$ cat src/hw/rtl/ise_pkg.sv
// ----------------------------------------------------------------------------
// ise_pkg
// Shared types, constants and the ordering function for the sort engine.
// ----------------------------------------------------------------------------
`default_nettype none

package ise_pkg;

    // Element width and default capacity of the cell chain.
    localparam int DATA_W    = 32;
    localparam int DEPTH_DEF = 64;

    // Configuration port address width and register indexes.
    localparam int PADDR_W   = 3;
    localparam int PDATA_W   = 32;
    localparam logic [PADDR_W-1:0] ADDR_DESCENDING = 3'd0;

    // Control broadcast from the sequencer to every cell.
    typedef struct packed {
        logic load;   // write the incoming element into the selected cell
        logic shift;  // move every element one cell toward cell zero
        logic sort;   // perform one compare-exchange phase
        logic phase;  // parity of the cell that leads each compared pair
        logic desc;   // order in force for this list
    } t_cell_ctrl;

    // True when element a must be placed after element b.
    function automatic logic goes_after(input logic signed [DATA_W-1:0] a,
                                        input logic signed [DATA_W-1:0] b,
                                        input logic desc);
        goes_after = desc ? (a < b) : (a > b);
    endfunction

endpackage

`default_nettype wire

$ cat src/hw/rtl/ise_cell.sv
// ----------------------------------------------------------------------------
// ise_cell
// One storage cell of the sort chain: load, shift toward cell zero, or
// compare-exchange with the neighbor that forms its pair in this phase.
// ----------------------------------------------------------------------------
`default_nettype none

module ise_cell import ise_pkg::*; #(
    parameter int INDEX = 0
) (
    input  wire logic                     i_clk,
    input  wire t_cell_ctrl               i_ctrl,
    input  wire logic                     i_load_sel,
    input  wire logic signed [DATA_W-1:0] i_load_val,
    input  wire logic signed [DATA_W-1:0] i_left_val,
    input  wire logic signed [DATA_W-1:0] i_right_val,
    input  wire logic                     i_self_vld,
    input  wire logic                     i_right_vld,
    output logic signed [DATA_W-1:0]      o_val
);

    localparam logic IDX_PARITY = INDEX[0];
    localparam logic HAS_LEFT   = (INDEX > 0);

    logic signed [DATA_W-1:0] r_val;
    logic signed [DATA_W-1:0] n_val;
    logic                     w_lead;

    // This cell leads its pair when its parity matches the phase.
    assign w_lead = (IDX_PARITY == i_ctrl.phase);

    // Next value: load, shift, or exchange with the pair partner.
    always_comb begin
        n_val = r_val;
        if (i_ctrl.load && i_load_sel) begin
            n_val = i_load_val;
        end else if (i_ctrl.shift) begin
            n_val = i_right_val;
        end else if (i_ctrl.sort) begin
            if (w_lead) begin
                if (i_right_vld && goes_after(r_val, i_right_val, i_ctrl.desc)) begin
                    n_val = i_right_val;
                end
            end else if (HAS_LEFT && i_self_vld) begin
                if (goes_after(i_left_val, r_val, i_ctrl.desc)) begin
                    n_val = i_left_val;
                end
            end
        end
    end

    always_ff @(posedge i_clk) begin
        r_val <= n_val;
    end

    assign o_val = r_val;

endmodule

`default_nettype wire

$ cat config.mk
export PLATFORM = sky130hd
export DESIGN_NAME = ise_cell
export DESIGN_NICKNAME = d
export VERILOG_FILES = /design/src/hw/rtl/ise_pkg.sv /design/src/hw/rtl/ise_cell.sv
export SDC_FILE = /design/constraint.sdc
export NUM_CORES = 1
export LEC_CHECK = 0
export BUFFER_PORTS_ARGS = -buffer_cell sky130_fd_sc_hd__clkbuf_2
export CORE_MARGIN = 3
export CORE_UTILIZATION = 47
export DETAILED_ROUTE_END_ITERATION = 6
export GPL_TIMING_DRIVEN = 1
export PLACE_DENSITY = 0.85
export SLEW_MARGIN = 30
export SYNTH_ARGS = -nofsm -noshare
export SYNTH_HDL_FRONTEND = slang
export SYNTH_SLANG_ARGS = --single-unit
$ cat constraint.sdc
create_clock -name i_clk -period 6.6 [get_ports i_clk]
set_input_delay 1.32 -clock i_clk [delete_from_list [all_inputs] [get_ports i_clk]]
set_output_delay 1.32 -clock i_clk [all_outputs]
set_load 0.1 [all_outputs]
* Yosys cells after proc, flatten, opt, wreduce, memory -nomap -nowiden
Index checks and enable logic that the tools add are counted.
** Storage, ports and cells
- Flip-flop bits (word level) :: 32
- Latch bits :: 0
- RAM bits :: 0
- ROM bits :: 0
- Bits of input ports :: 105
- Output and inout port bits :: 32
- Logic and storage cells :: 15
- Memories :: 0
** Operators by class
- Add/sub/neg operators :: 0
- Multiply operators :: 0
- Div/mod/pow operators :: 0
- Magnitude comparators :: 2
- Equality and inequality tests :: 1
- Shifts and indexed selects :: 0
- Mux-type cells :: 6
- Bitwise logic cells :: 0
- Reductions and logical operators :: 5
** Operators by type and width (number)
- 2-to-1 mux 32 bit :: 5
- greater-than comparator 32 bit :: 1
- less-than comparator 32 bit :: 1
- nonzero test 3 bit :: 2
- != test 3 x 1 -> 1 bit (second input constant) :: 1
- AND reduction 3 bit :: 1
- logical AND 1 bit :: 2
- 2-to-1 mux 1 bit :: 1

* Longest topological paths before layout
- Depth after elaboration :: 8
- Gate-level depth with buffers :: 9
- Mapped depth without buffers :: 9

* Least setup slack after synthesis
OpenSTA, ideal clock, no wires.
- Kind :: input -> register
- Start point :: input i_right_val[1]
- End point :: register r_val[0], in the netlist o_val[0], enable pin
- Library setup time :: 0.416 ns
- Arrival :: 4.024 ns
- Required time :: 6.184 ns
- Slack :: 2.160 ns
- Stages :: 8
- Path buffers :: 0
- Cell sequence :: inv_1 -> ha_1 -> a21o_1 -> a221o_1 -> a211oi_2 -> o21ai_2 -> o2111a_1 -> nor3_2
** On the way
- Word-level cells in the longest chain between the ends :: 5
** Ends and longest elaborated chain
- start: declaration :: line ise_cell.sv:16 : input wire logic signed [DATA_W-1:0] i_right_val,
- greater-than comparator 32 bit or less-than comparator 32 bit (tied branches) :: line ise_pkg.sv:31 : goes_after = desc ? (a < b) : (a > b);
- 2-to-1 mux 1 bit (*) :: line ise_pkg.sv:31
- logical AND 1 bit (*) :: line ise_cell.sv:41 : if (i_right_vld && goes_after(r_val, i_right_val, i_ctrl.desc)) begin
- nonzero test 3 bit (no source line) (*)
- AND reduction 3 bit (no source line) (*)
- end signal: assignment :: line ise_cell.sv:53 : r_val <= n_val;
- end: declaration :: line ise_cell.sv:25 : logic signed [DATA_W-1:0] r_val;
Every way passes the cells marked *; elsewhere a longest branch is shown, timed or not.
A chain may end at the register's enable or synchronous reset.

* Worst setup path after layout
- Start point :: input i_right_val[1]
- End point :: register r_val[9], in the netlist o_val[9], enable pin
The elaborated chain is that of the path after synthesis.

==> results.py <==
metrics = {
    "synthesis": {
        "syn_avg_cell_area_um2": 11.4,
        "syn_area_um2": 2220,
        "synth_warnings": 0,
        "synth_seq_cells": 32,
        "synthesis.nets": 332,
        "synth_cells": 195,
        "yosysSeqAreaShare_pct": 43.3,
        "ys_types": 27,
    },
    "power": {
        "ir_drop_uv": 169,
        "p_leak_nw": 1.49,
        "power_density_nw_per_um2": 370,
    },
    "critical_path": {
        "critPathMaxFanout": 19,
        "arrival_ns": 3.93,
        "slowest_delay_ns": 0.62,
        "critPathBufInv": 3,
        "cp_cell_sequence": "clkbuf_2 -> inv_1 -> ha_1 -> a21o_1 -> a221o_1 -> a211oi_2 -> o21ai_2 -> o2111a_1 -> nor3_4 -> buf_4",
        "critPathTopFamily": "compound AO/OA/AOI/OAI gates",
        "reg2reg_depth": 8,
        "cp-start-kind": "primary input",
        "cp.required_ns": 6.56,
        "worst_setup_path_end_kind": "flip-flop",
        "crit_slowest_cell": "nor3_4",
        "crit_type": "primary input to flip-flop",
        "worst-path-stages": 10,
    },
    "clocking": {
        "postCtsSetupBuffers": 0,
        "clockRootBuffer": "clkbuf_8",
        "clkTransAtPathRegs_ns": 0.07,
        "clkSinkCount": 32,
        "hold_buffers": 0,
        "cts_resized": 0,
        "ctsLongestPathBuffers": 2,
        "h-tree-depth": 2,
        "cts_tree": "yes",
        "clk_latency_ns": 0.28,
        "cts_buffers": 5,
    },
    "cells_and_area": {
        "layout_commonest_cell": "clkbuf_2",
        "fillers": 379,
        "final_layout_size_suffix_gt1_share_pct": 47.9,
        "final_nets": 441,
        "areaGrowthSynthToFinish_pct": 30.2,
        "largest_reg_flops": 32,
        "finalNonFillerCells": 357,
        "layout_common_cells": "clkbuf_2, inv_1, mux2_2, ha_1, edfxtp_1",
        "n_antenna_cell": 0,
        "final_util_pct": 65.0,
    },
    "worst_hold_path": {
        "min_path_type": "flip-flop to flip-flop",
        "worst_hold_path.num_cells": 3,
    },
    "grt": {
        "grt_pass1_vias": 1809,
        "antenna_found_initial": 0,
        "global_route.usage.total_pct": 18.2,
        "grt_max_degree": 21,
        "grt.overflow.total": 0,
        "grt_pass1_wl_mm": 7.72,
    },
    "timing": {
        "fin_skew_ns": 0.00435,
        "timing.fmax_mhz": 252,
        "setup_ws_ns": 2.63,
        "maxSlewViolCount": 0,
        "hold_viol": 0,
        "period_share_pct": 60.1,
        "worstMarginPinSlew_ns": 0.711,
        "finalCriticalPeriod_ns": 3.97,
        "fin_setup_tns_ns": 0,
        "setup_violations": 0,
        "rsz0062_at_grt": "false",
        "relSlewSlack_pct": 52.5,
    },
    "placement": {
        "dpl_worst_slack_ns": 2.32,
        "dp.cells": 349,
        "gp_congestion": 0.811,
        "dp_hpwl_mm": 4.20,
        "portBuffers": 103,
    },
    "die": {
        "die_y_um": 74.7,
        "die_w_um": 74.7,
        "io_pins": 137,
        "die_area_um2": 5580,
        "start_util_pct": 49.9,
        "coreArea_um2": 4440,
        "num_rows": 24,
    },
    "routing": {
        "wl_mm": 5.05,
        "wl_per_cell_um": 14.1,
        "m1WireLength_mm": 1.94,
        "wl_met3_um": 300,
        "met2_length_mm": 2.69,
        "drc": 0,
        "first_iter_violations": 65,
        "drtPass1Iterations": 4,
        "avgViaCountPerCell": 5.16,
        "drtAntennaViolNets": 0,
        "via_count": 1843,
        "top_layer_used": "met4",
    },
    "outcome": {
        "status": "complete, no violations",
    },
    "run": {
        "cap_violations": 0,
    },
}
-- worst paths after layout --
kind,startpoint,end,slack (ns)
worst max-delay path,i_right_val[1],o_val[9],2.63
worst min-delay path,o_val[30],o_val[1],1.10
worst max register to register,o_val[1],o_val[9],3.40
worst min register to register,o_val[30],o_val[1],1.10
-- layout make-up --
type,count,area [um^2],area share [%]
sequential,32,961,33.2
tap,52,65.1,2.25
multi-input combinational,126,1130,39.0
clock buffer,7,76.3,2.64
timing repair buffer,105,531,18.4
clock inverter,1,3.75,0.130
inverter,34,128,4.42
-- stage by stage --
| step | instance area [um^2] | hold WS [ns] | power [mW] |
|---|---|---|---|
| floorplan | 2220 | 1.54 | 0.819 |
| finish | 2890 | 1.10 | 1.07 |
| global placement | 2810 | 1.07 | 0.921 |
| CTS | 2890 | 1.11 | 1.08 |
| detailed placement | 2810 | 1.10 | 0.933 |
| global route | 2890 | 1.14 | 1.12 |
-- synthesized netlist by cell type --
library cell	n	share of area, %
a211oi_1	1	0.34
a211oi_2	1	0.56
a21o_1	3	1.0
a21oi_1	13	2.9
a221o_1	1	0.45
a221oi_1	1	0.39
and2_4	1	0.39
and2b_1	1	0.34
buf_1	3	0.51
edfxtp_1	32	43
ha_1	32	18
inv_1	34	5.7
mux2_2	32	16
mux2i_1	1	0.45
nand2_1	12	2.0
nand3_1	3	0.68
nand4_1	7	2.0
nor2_1	3	0.51
nor3_1	3	0.68
nor3_2	1	0.45
nor4_1	1	0.28
o2111a_1	1	0.51
o21a_1	1	0.34
o21ai_0	4	0.90
o21ai_1	1	0.23
o21ai_2	1	0.39
or4_1	1	0.34
-- worst reg2reg max path: cells and delay by family (launching register included) --
kind	cells	cell delay (ns)
buf+inv	1	0.40
simple gates	1	0.62
fa+ha+maj	1	0.31
flops	1	0.39
compound gates	5	1.16
-- per-layer routing --
layer | vias up | GRT usage [%]
met1 | 833 | 20.4
met3 | 13 | 4.54
li1 | 932 | -
met2 | 65 | 32.5
met4 | 0 | 7.91
met5 | - | 0
-- logic make-up (layout without fill, tap and decap cells) --
| logic type | count (synthesis) | in the layout | share of synthesized area [%] |
|---|---|---|---|
| buf+inv | 37 | 147 | 6.26 |
| mux | 33 | 33 | 16.7 |
| fa+ha+maj | 32 | 32 | 18.0 |
| simple gates | 33 | 33 | 7.67 |
| compound gates | 28 | 28 | 8.06 |
| flops | 32 | 32 | 43.3 |
-- power by group --
group | switching, mW | leakage (nW) | internal (mW)
registers | 0.0275 | 0.323 | 0.294
logic | 0.482 | 1.12 | 0.123
clock network | 0.0698 | 0.0399 | 0.0734
(Power assumes the default switching activity.)
